**src/design/rejs_pkg.sv**
```systemverilog
// Shared types and constants for the ML-KEM matrix rejection sampler.
// No dependencies; every other file of the block imports this package.
`timescale 1ns / 1ps

package rejs_pkg;

  // Coefficients per polynomial and largest matrix dimension.
  localparam int N_COEFFS = 256;
  localparam int K_MAX    = 4;

  // Coefficient counter must hold N_COEFFS itself.
  localparam int CNT_W   = $clog2(N_COEFFS + 1);
  localparam int IDX_W   = 8;
  localparam int COEF_W  = 12;
  localparam int POS_W   = 2;
  localparam int MOD_W   = 13;
  localparam int RANK_W  = 3;

  // Configuration port.
  localparam int CFG_IDX_W  = 2;
  localparam int CFG_DATA_W = MOD_W;

  // Result queue between the sampler and the output port.
  localparam int FIFO_DEPTH = 4;
  localparam int FPTR_W     = $clog2(FIFO_DEPTH);
  localparam int FCNT_W     = $clog2(FIFO_DEPTH + 1);

  localparam logic [MOD_W-1:0]  MODULUS_RESET   = MOD_W'(3329);
  localparam logic [RANK_W-1:0] RANK_RESET      = RANK_W'(3);

  typedef enum logic [CFG_IDX_W-1:0] {
    REG_MODULUS   = 2'd0,
    REG_RANK      = 2'd1,
    REG_TRANSPOSE = 2'd2
  } cfg_reg_t;

  typedef enum logic [1:0] {
    PHASE_B0 = 2'd0,
    PHASE_B1 = 2'd1,
    PHASE_B2 = 2'd2
  } byte_phase_t;

  typedef struct packed {
    logic [MOD_W-1:0]  modulus;
    logic [RANK_W-1:0] matrix_rank;
    logic              transpose_mode;
  } cfg_t;

  typedef struct packed {
    logic [COEF_W-1:0] coefficient;
    logic [IDX_W-1:0]  coeff_index;
    logic [POS_W-1:0]  row_index;
    logic [POS_W-1:0]  col_index;
    logic [POS_W-1:0]  seed_byte_first;
    logic [POS_W-1:0]  seed_byte_second;
    logic              poly_last;
    logic              matrix_last;
  } result_t;

endpackage

```
**src/design/rejs_sampler_core.sv**
```systemverilog
// Byte grouping, candidate rejection and matrix position tracking.
// Depends on rejs_pkg; produces up to two compacted results per byte.
`timescale 1ns / 1ps

module rejs_sampler_core (
  input  logic                  clk,
  input  logic                  rst,
  input  logic                  fire,
  input  logic [7:0]            xof_byte,
  input  logic                  stream_start,
  input  rejs_pkg::cfg_t        cfg,
  output rejs_pkg::result_t     res [2],
  output logic [1:0]            res_count
);
  import rejs_pkg::*;

  byte_phase_t        byte_phase, byte_phase_next;
  logic [7:0]         held_byte_zero, held_byte_zero_next;
  logic [7:0]         held_byte_one, held_byte_one_next;
  logic [CNT_W-1:0]   coeff_count, coeff_count_next;
  logic [POS_W-1:0]   row_pos, row_pos_next;
  logic [POS_W-1:0]   col_pos, col_pos_next;
  logic               poly_done, poly_done_next;

  logic               start;
  logic               active;
  logic               group;
  byte_phase_t        phase_eff;
  logic [CNT_W-1:0]   cnt_eff, cnt_mid;
  logic               done_eff, done_mid;
  logic [POS_W-1:0]   row_mid, col_mid, kmax_pos;
  logic [COEF_W-1:0]  d1, d2;
  logic               ok1, ok2, last1, last2;
  result_t            r1, r2;

  // Largest position index k-1, with rank 0 read as 1 and large ranks clamped.
  always_comb begin
    if (cfg.matrix_rank == '0) begin
      kmax_pos = '0;
    end else if (cfg.matrix_rank >= RANK_W'(K_MAX)) begin
      kmax_pos = POS_W'(K_MAX - 1);
    end else begin
      kmax_pos = POS_W'(cfg.matrix_rank - RANK_W'(1));
    end
  end

  function automatic result_t make_result(
    input logic [COEF_W-1:0] cand,
    input logic [CNT_W-1:0]  cnt,
    input logic [POS_W-1:0]  row,
    input logic [POS_W-1:0]  col,
    input logic [POS_W-1:0]  kpos,
    input logic              last,
    input logic              transp
  );
    result_t r;
    r.coefficient      = cand;
    r.coeff_index      = cnt[IDX_W-1:0];
    r.row_index        = row;
    r.col_index        = col;
    r.seed_byte_first  = transp ? row : col;
    r.seed_byte_second = transp ? col : row;
    r.poly_last        = last;
    r.matrix_last      = last && (row >= kpos) && (col >= kpos);
    return r;
  endfunction

  always_comb begin
    start     = fire && stream_start;
    phase_eff = start ? PHASE_B0 : byte_phase;
    cnt_eff   = start ? '0 : coeff_count;
    done_eff  = start ? 1'b0 : poly_done;
    active    = fire && !done_eff;
    group     = active && (phase_eff == PHASE_B2);

    d1 = {held_byte_one[3:0], held_byte_zero};
    d2 = {xof_byte, held_byte_one[7:4]};

    // First candidate.
    last1    = cnt_eff >= CNT_W'(N_COEFFS - 1);
    ok1      = group && ({1'b0, d1} < cfg.modulus);
    r1       = make_result(d1, cnt_eff, row_pos, col_pos, kmax_pos, last1,
                           cfg.transpose_mode);
    cnt_mid  = cnt_eff + CNT_W'(ok1);
    done_mid = done_eff || (ok1 && last1);
    row_mid  = row_pos;
    col_mid  = col_pos;
    if (ok1 && last1) begin
      if (col_pos >= kmax_pos) begin
        col_mid = '0;
        row_mid = (row_pos >= kmax_pos) ? '0 : row_pos + POS_W'(1);
      end else begin
        col_mid = col_pos + POS_W'(1);
      end
    end

    // Second candidate sees the state left by the first.
    last2 = cnt_mid >= CNT_W'(N_COEFFS - 1);
    ok2   = group && !done_mid && ({1'b0, d2} < cfg.modulus);
    r2    = make_result(d2, cnt_mid, row_mid, col_mid, kmax_pos, last2,
                        cfg.transpose_mode);

    coeff_count_next = cnt_mid + CNT_W'(ok2);
    poly_done_next   = done_mid || (ok2 && last2);
    row_pos_next     = row_mid;
    col_pos_next     = col_mid;
    if (ok2 && last2) begin
      if (col_mid >= kmax_pos) begin
        col_pos_next = '0;
        row_pos_next = (row_mid >= kmax_pos) ? '0 : row_mid + POS_W'(1);
      end else begin
        col_pos_next = col_mid + POS_W'(1);
      end
    end

    byte_phase_next     = byte_phase;
    held_byte_zero_next = held_byte_zero;
    held_byte_one_next  = held_byte_one;
    if (active) begin
      case (phase_eff)
        PHASE_B0: begin
          held_byte_zero_next = xof_byte;
          byte_phase_next     = PHASE_B1;
        end
        PHASE_B1: begin
          held_byte_one_next = xof_byte;
          byte_phase_next    = PHASE_B2;
        end
        default: begin
          byte_phase_next = PHASE_B0;
        end
      endcase
    end

    // Compact so that a lone accepted candidate is always in slot zero.
    res[0]    = ok1 ? r1 : r2;
    res[1]    = r2;
    res_count = {1'b0, ok1} + {1'b0, ok2};
  end

  always_ff @(posedge clk) begin
    if (rst) begin
      byte_phase     <= PHASE_B0;
      held_byte_zero <= '0;
      held_byte_one  <= '0;
      coeff_count    <= '0;
      row_pos        <= '0;
      col_pos        <= '0;
      poly_done      <= 1'b1;
    end else begin
      byte_phase     <= byte_phase_next;
      held_byte_zero <= held_byte_zero_next;
      held_byte_one  <= held_byte_one_next;
      coeff_count    <= coeff_count_next;
      row_pos        <= row_pos_next;
      col_pos        <= col_pos_next;
      poly_done      <= poly_done_next;
    end
  end

endmodule

```
**src/design/rejs_result_fifo.sv**
```systemverilog
// Small result queue: takes up to two results a cycle, gives one a beat.
// Depends on rejs_pkg for the result type and the queue depth.
`timescale 1ns / 1ps

module rejs_result_fifo (
  input  logic               clk,
  input  logic               rst,
  input  rejs_pkg::result_t  wr_data [2],
  input  logic [1:0]         wr_count,
  input  logic               rd_take,
  output logic               rd_valid,
  output rejs_pkg::result_t  rd_data,
  output logic               room_for_two
);
  import rejs_pkg::*;

  result_t             entries [FIFO_DEPTH];
  logic [FPTR_W-1:0]   head, tail;
  logic [FCNT_W-1:0]   fill, fill_next;
  logic                pop;

  assign rd_valid = (fill != '0);
  assign rd_data  = entries[head];
  assign pop      = rd_valid && rd_take;

  // Two free slots after this cycle's pop.
  assign room_for_two = (fill <= FCNT_W'(FIFO_DEPTH - 2)) ||
                        (pop && (fill == FCNT_W'(FIFO_DEPTH - 1)));

  assign fill_next = fill + FCNT_W'(wr_count) - FCNT_W'(pop);

  always_ff @(posedge clk) begin
    if (wr_count != 2'd0) begin
      entries[tail] <= wr_data[0];
    end
    if (wr_count == 2'd2) begin
      entries[tail + FPTR_W'(1)] <= wr_data[1];
    end
  end

  always_ff @(posedge clk) begin
    if (rst) begin
      head <= '0;
      tail <= '0;
      fill <= '0;
    end else begin
      head <= head + FPTR_W'(pop);
      tail <= tail + FPTR_W'(wr_count);
      fill <= fill_next;
    end
  end

endmodule

```
**src/design/mlkem_matrix_rejection_sampler_unit.sv**
```systemverilog
// Top level of the ML-KEM matrix rejection sampler.
// Depends on rejs_pkg, rejs_sampler_core and rejs_result_fifo.
`timescale 1ns / 1ps

//  channel  | direction | handshake              | payload
//  ---------+-----------+------------------------+----------------------------------
//  in       | input     | in_valid / in_stall    | xof_byte, stream_start
//  out      | output    | out_valid / out_stall  | coefficient, coeff_index, row_index,
//           |           |                        | col_index, seed_byte_first,
//           |           |                        | seed_byte_second, poly_last,
//           |           |                        | matrix_last
//  cfg      | input     | cfg_valid / cfg_ready  | cfg_index, cfg_data
//
// One byte beat can be taken in every cycle in which the input does not stall.
// A byte is first captured in the input register; from there the sampler updates
// its state and writes zero, one or two results into a four-entry result queue,
// whose oldest entry drives the output combinationally. The output gives one
// result a beat, and the input stalls only when the queue cannot take two more
// results. Reset is synchronous and active high; after it the sampler ignores
// bytes until a beat with stream_start arrives.

module mlkem_matrix_rejection_sampler_unit (
  input  logic                         clk,
  input  logic                         rst,

  input  logic                         in_valid,
  output logic                         in_stall,
  input  logic [7:0]                   xof_byte,
  input  logic                         stream_start,

  output logic                         out_valid,
  input  logic                         out_stall,
  output logic [rejs_pkg::COEF_W-1:0]  coefficient,
  output logic [rejs_pkg::IDX_W-1:0]   coeff_index,
  output logic [rejs_pkg::POS_W-1:0]   row_index,
  output logic [rejs_pkg::POS_W-1:0]   col_index,
  output logic [rejs_pkg::POS_W-1:0]   seed_byte_first,
  output logic [rejs_pkg::POS_W-1:0]   seed_byte_second,
  output logic                         poly_last,
  output logic                         matrix_last,

  input  logic                         cfg_valid,
  output logic                         cfg_ready,
  input  logic [rejs_pkg::CFG_IDX_W-1:0]  cfg_index,
  input  logic [rejs_pkg::CFG_DATA_W-1:0] cfg_data
);
  import rejs_pkg::*;

  cfg_t        cfg;
  logic        in_held;
  logic [7:0]  held_byte;
  logic        held_start;
  logic        room_for_two;
  logic        proc_fire;
  result_t     core_res [2];
  logic [1:0]  core_count;
  result_t     head;

  // Config writes always taken; user keeps block idle when they come; not enforced.
  assign cfg_ready = 1'b1;

  always_ff @(posedge clk) begin
    if (rst) begin
      cfg.modulus        <= MODULUS_RESET;
      cfg.matrix_rank    <= RANK_RESET;
      cfg.transpose_mode <= 1'b0;
    end else if (cfg_valid && cfg_ready) begin
      case (cfg_index)
        REG_MODULUS:   cfg.modulus        <= cfg_data;
        REG_RANK:      cfg.matrix_rank    <= cfg_data[RANK_W-1:0];
        REG_TRANSPOSE: cfg.transpose_mode <= cfg_data[0];
        default: begin
        end
      endcase
    end
  end

  // Input register. It drains whenever the queue has room for a full group,
  // so a byte that might yield two coefficients is never lost.
  assign proc_fire = in_held && room_for_two;
  assign in_stall  = in_held && !room_for_two;

  always_ff @(posedge clk) begin
    if (rst) begin
      in_held <= 1'b0;
    end else if (!in_stall) begin
      in_held <= in_valid;
    end
  end

  always_ff @(posedge clk) begin
    if (!in_stall && in_valid) begin
      held_byte  <= xof_byte;
      held_start <= stream_start;
    end
  end

  rejs_sampler_core u_core (
    .clk          (clk),
    .rst          (rst),
    .fire         (proc_fire),
    .xof_byte     (held_byte),
    .stream_start (held_start),
    .cfg          (cfg),
    .res          (core_res),
    .res_count    (core_count)
  );

  rejs_result_fifo u_fifo (
    .clk          (clk),
    .rst          (rst),
    .wr_data      (core_res),
    .wr_count     (core_count),
    .rd_take      (!out_stall),
    .rd_valid     (out_valid),
    .rd_data      (head),
    .room_for_two (room_for_two)
  );

  assign coefficient      = head.coefficient;
  assign coeff_index      = head.coeff_index;
  assign row_index        = head.row_index;
  assign col_index        = head.col_index;
  assign seed_byte_first  = head.seed_byte_first;
  assign seed_byte_second = head.seed_byte_second;
  assign poly_last        = head.poly_last;
  assign matrix_last      = head.matrix_last;

endmodule

```
**config.mk**
```make
export PLATFORM = sky130hd
export DESIGN_NAME = mlkem_matrix_rejection_sampler_unit
export DESIGN_NICKNAME = d
export VERILOG_FILES = /design/src/design/rejs_pkg.sv /design/src/design/rejs_sampler_core.sv /design/src/design/rejs_result_fifo.sv /design/src/design/mlkem_matrix_rejection_sampler_unit.sv
export SDC_FILE = /design/constraint.sdc
export NUM_CORES = 1
export LEC_CHECK = 0
export BUFFER_PORTS_ARGS = -buffer_cell sky130_fd_sc_hd__buf_2
export CAP_MARGIN = 20
export CORE_ASPECT_RATIO = 0.5
export CORE_UTILIZATION = 60
export CTS_BUF_LIST = sky130_fd_sc_hd__clkbuf_8 sky130_fd_sc_hd__clkbuf_16
export DETAILED_ROUTE_END_ITERATION = 10
export GPL_TIMING_DRIVEN = 0
export HOLD_SLACK_MARGIN = 0.15
export PLACE_DENSITY = 0.8
export SLEW_MARGIN = 15
export SYNTH_ARGS = -nofsm -noshare
export SYNTH_HDL_FRONTEND = slang
export SYNTH_SLANG_ARGS = --single-unit
```
**constraint.sdc**
```tcl
create_clock -name clk -period 5.8 [get_ports clk]
set_input_delay 0.87 -clock clk [delete_from_list [all_inputs] [get_ports clk]]
set_output_delay 0.87 -clock clk [all_outputs]
set_load 0.02 [all_outputs]
```
# == After elaboration in Yosys (flattened, before gate mapping) ==
# Memory sizes are Yosys's and may differ from the RTL's. A register that Yosys moved wholly into a read port is not among the register bits.
# Cells that the tools add are included.
# totals
wordCells,107
inputBits,29
mem_count,1
ram_bits,120
reg_bits,66
out_inout_bits,33
# op_classes
eq_ne,6
addsub,13
n_reduce_logical,35
order_cmp,10
n_mux,26
# mem_list
memory,depth,word_bits,read_ports,rd_clocked_by_memory_dff,wr,line_no,rtl
u_fifo.entries,4,30,1,1,2,rejs_result_fifo.sv:17,result_t entries [FIFO_DEPTH];
# op_table
op,n
two-way mux 2 bit,18
two-way mux 30 bit,1
less-than comparator 12 x 13 -> 1 bit,2
adder 9 x 1 -> 9 bit,2
greater-or-equal comparator 9 x 8 -> 1 bit (second input constant),2
logical AND 1 bit,17
adder 2 x 1 -> 2 bit (second input constant),5
AND reduction 2 bit,5
two-way mux 9 bit,1
greater-or-equal comparator 2 bit,4
== test 2 bit (second input constant),3
zero test 1 bit,5
two-way mux 1 bit,5
== test 2 x 1 -> 1 bit (second input constant),2
zero test 2 bit,2
one-hot mux 2 bit (2 select lines),1
adder 3 x 2 -> 3 bit,1
== test 3 x 2 -> 1 bit (second input constant),1
greater-or-equal comparator 3 bit (second input constant),1
less-or-equal comparator 3 x 2 -> 1 bit (second input constant),1
zero test 3 bit,1
logical OR 1 bit,3
nonzero test 3 bit,1
subtractor 3 x 1 -> 3 bit,1
other kinds (5),5

# == Logic depth before layout (Yosys ltp) ==
# depth
ltp_word,20
depth_mapped,19
depth_no_buf,16

# == Hierarchy ==
# A second synthesis with hierarchy kept.
# hier_totals
cells_unflattened,773
area_unflattened_um2,10204.8
# by_module_without_submodules
mod,instances,cells_per_inst,area_per_inst_um2,seq_area_each_um2
rejs_result_fifo,1,333,6221.0,3743.6
rejs_sampler_core,1,348,2897.8,640.6
mlkem_matrix_rejection_sampler_unit,1,92,1086.0,630.6

# == Least setup slack after synthesis ==
# OpenSTA, ideal clock, no wires.
# synth_path
path_type,input -> register
startpoint,input port out_stall
endpoint,memory u_fifo.entries[2][0] (netlist bit) (enable)
path_stages,8
slack_ps,958
arrival_ps,4379
path_buffers,1
required_ps,5337
setup_ps,463
path_cell_list,a31oi_2 > and3_1 > buf_4 > o21ai_0 > a21oi_1 > nand2_1 > ha_1 > o31ai_1
# synth_rtl
item,line_no,rtl
"start, declared",mlkem_matrix_rejection_sampler_unit.sv:32,"input logic out_stall,"
"end, declared",rejs_result_fifo.sv:17,

==> results.txt <==
----------------------------------------------------
[Floorplanning]
  DIE AREA ... 16,970 sq um
  Number of placement rows ... 32
  Initial Util ... 0.6260
  DIE HEIGHT ... 92.61 um
  Ports placed on the boundary ... 62
  Die X-Extent ... 183.2 um
  Area inside the core boundary ... 15,740 sq um

[Flow run]
  Max-cap check violation count ... 0

[Clock network]
  Clock latency on the worst-skew pair ... 0.44 ns
  Root cell of the clock tree ... clkbuf_16
  CTS max path bufs ... 2
  Number of levels the H-tree was split into ... 4
  Clock net sink count ... 186
  Quantity of hold-fixing buffers added after cts ... 0
  TritonCTS buffer count ... 17
  Clock tree from TritonCTS ... yes
  Number of setup buffers added after CTS ... 0
  Count of cells resized by post-cts repair ... 0
  Worst-path clk slew ... 0.08 ns

[Route]
  Length of the first detailed-routing pass in iterations ... 5
  Detail Route Antenna Nets ... 0
  Wire per inst ... 19.27 um
  Total via count in the routed design ... 7,436
  DRC violation total after the first TritonRoute iteration ... 844
  Detail-routed via count per cell ... 5.997
  Final routed wirelength across all metal layers ... 23.90 mm
  Residual DRC ... 0

[Run status]
  Run status ... finished, final reports clean

[GRT]
  Maximum number of pins on one net before global-route repair ... 23
  Via count of the first global-routing pass ... 7,382
  Number of antenna violations at the first check in global routing ... 0
  Global-route wire length before repair ... 37.83 mm
  Total overflow reported by the global router ... 0
  Total global routing track utilization ... 0.2990

[Timing]
  Fin worst setup slack ... 0.9376 ns
  Worst Max-Slew Pin Slew ... 1.019 ns
  Count of final setup violators ... 0
  Final Cycle Share ... 0.8383
  Post-route worst hold slack ... 0.4642 ns
  Final Max Slew Viols ... 0
  Accumulated negative setup slack ... 0 ns
  Max transition margin ... 0.3208
  Number of hold-slack violations in the final timing report ... 0
  Post-layout minimum cycle time ... 4.862 ns
  Timing-limited maximum frequency ... 205.7 MHz
  RSZ-0062 raised after global routing ... no
  Worst Clk Skew ... 0.01334 ns

[Yosys]
  Syn avg cell area ... 10.67 sq um
  Post-synthesis share of cell area spent on full adders, half adders and majority gates ... 0.05538
  Dominant synthesized flop cell ... edfxtp_1
  Mapped Area ... 9851 sq um
  Post-synthesis compound-gate area fraction ... 0.09044
  Post-Synth XOR/XNOR Area ... 0.02680
  Post-Synthesis Net Count ... 995
  Number of enable-type register cells in the synthesized netlist ... 129
  YS warnings ... 0
  Number of distinct library cell variants in the gate-level netlist after synthesis ... 71
  Fraction of registers with async set/reset ... 0
  Gate count of the mapped netlist ... 923
  Post-synthesis sequential area ratio ... 0.5091
  Number of register bits inferred by synthesis ... 186
  Multiplexer fraction of the synthesized cell area ... 0.1063
  Combinational family with the most area after synthesis ... simple AND/OR/NAND/NOR gates
  Area fraction in and, or, nand and nor cells after synthesis ... 0.1754

[Place]
  Detailed placer's ending HPWL ... 16.98 mm
  Placement-stage worst setup slack ... 0.8344 ns
  Post-placement cell area ... 10,570 sq um
  Gp weighted congestion ... 0.8823
  Port buffer count ... 59
  Total placed cells including tap cells ... 1,209

[Power]
  Largest vdd supply drop ... 0.2782 mV
  Total net switching power ... 0.9151 mW
  Logic pwr share ... 0.174
  Leakage ... 4.463 nW
  Design Power ... 3.160 mW
  Power share of the sequential group ... 0.469
  Power density normalized to cell area ... 284.2 nW/um^2
  Switching Fraction ... 0.2896
  Internal ... 2.245 mW
  Clock power frac ... 0.357

[Worst setup path]
  Critical Path RT ... 6.11 ns
  Critical Path, Cell by Cell ... ha_1 > a21o_1 > a211oi_1 > o211ai_1 > a21oi_1 > nand2_1 > inv_1 > ha_1 > inv_1 > nor3_1 > inv_1 > nand4_1 > clkbuf_1 > nand2_1 > nand2_1
  Arr. time, crit path ... 5.17 ns
  Setup crit end kind ... flop
  Category of the most critical setup path ... flop to flop
  Master of the slowest instance on the critical path ... nor3_1
  Worst-path maximum fanout ... 10
  CP peak stage delay ... 0.70 ns
  Sort of element at the start of the critical path ... flop

[Cells and area]
  Total Nets Final ... 1,079
  Post-synthesis to final-layout area growth ... 12.88%
  Layout cell share with drive strength beyond 1 ... 0.1845
  Combined area of the multi-input logic cells ... 4527 sq um
  Count of antenna diodes in the layout ... 0
  Utilization after layout ... 0.7067
  Non-Filler Cell Area, Final ... 11,120 sq um
  Most common library cell in the layout ignoring fill and taps ... nand2_1
  Non-filler cells in the finished layout ... 1,240
  Filler Cell Count ... 1,129
  Register Area ... 5015 sq um
  Commonest non-fill, non-tap cells in the layout ... nand2_1 (216), edfxtp_1 (129), nor2_1 (72)

[Min path]
  Worst min-delay path category ... flop to flop

----------------------------------------------------
power groups by stage:
| stage | Combinational [mW] | Clock, mW | Sequential (mW) |
|---|---|---|---|
| global route | 0.609 | 1.18 | 1.48 |
| CTS | 0.557 | 1.13 | 1.48 |
| finish | 0.550 | 1.13 | 1.48 |
| floorplan | 0.411 | 0 | 1.49 |
| global placement | 0.542 | 0 | 1.51 |
| detailed placement | 0.557 | 0 | 1.51 |
critical path: cells and delay by family, from the launching register on:
family | cells | cell delay (ns)
flops | 1 | 0.53
buf+inv | 4 | 1.04
compound gates | 4 | 0.96
simple gates | 5 | 1.62
fa+ha+maj | 2 | 0.58
synthesized netlist by cell type, drive strengths merged (4+ instances only):
cell type	number	area (sq um)
xor2	17	148.9
or2	6	37.54
and3	6	43.79
nand2b	9	56.30
o211ai	5	51.30
nor2	74	277.8
o21a	4	30.03
o21ai	44	220.2
mux4	30	675.7
a21oi	43	260.3
nand4	6	37.54
ha	42	525.5
nand2	216	810.8
a211oi	8	60.06
or3	12	75.07
o31ai	4	43.79
mux2i	18	180.2
buf	16	108.9
nor4	4	25.02
dfxtp	57	1141
inv	36	135.1
nor2b	9	56.30
mux2	17	191.4
edfxtp	129	3874
nor3	9	45.04
a21o	8	61.31
nand3	13	77.58
clkbuf	30	112.6
nand3b	6	45.04
xnor2	11	115.1
path summary, 6_finish.rpt:
path	slack [ns]	end	cells after the start	startpoint
max	0.94	u_fifo.entries[1][20]$_DFFE_PP_	15	held_byte[3]$_DFFE_PP_
min	0.46	cfg[11]$_SDFFE_PP0P_	2	cfg[11]$_SDFFE_PP0P_
max reg2reg	0.94	u_fifo.entries[1][20]$_DFFE_PP_	15	held_byte[3]$_DFFE_PP_
min reg2reg	0.46	cfg[11]$_SDFFE_PP0P_	2	cfg[11]$_SDFFE_PP0P_
routing by layer:
layer | routed length (um) | vias up | GRT usage
li1 | - | 3463 | -
met4 | 547 | 0 | 0.1188
met3 | 2151 | 61 | 0.05820
met2 | 11680 | 383 | 0.5086
met5 | 0 | - | 0
met1 | 9525 | 3529 | 0.3801
logic make-up (layout without fill, tap and decap cells):
kind of cell             count (synthesis)  in the layout
XOR/XNOR                                28             28
other                                    1              1
flip-flops                             186            186
multiplexers                            65             65
AND/OR/NAND/NOR                        385            385
buffers and inverters                   82            178
AO/OA/AOI/OAI                          133            133
adder cells (fa/ha/maj)                 43             43
sequential cells by signal (all words and copies together) (netlist names):
register	cells
cfg	17
held_byte	8
held_start	1
in_held	1
u_core.byte_phase	2
u_core.coeff_count	9
u_core.col_pos	2
u_core.held_byte_one	8
u_core.held_byte_zero	8
u_core.poly_done	1
u_core.row_pos	2
u_fifo.entries	120
u_fifo.fill	3
u_fifo.head	2
u_fifo.tail	2
cell type report:
type                       count  area share
tap                          221     0.02487
timing repair buffer          65     0.03522
multi-input combinational    655      0.4071
clock inverter                14     0.01148
inverter                      36     0.01215
clock buffer                  17     0.03826
sequential                   186      0.4510
buffer                        46     0.01992
No activity file was read; power rests on OpenSTA's default activity.
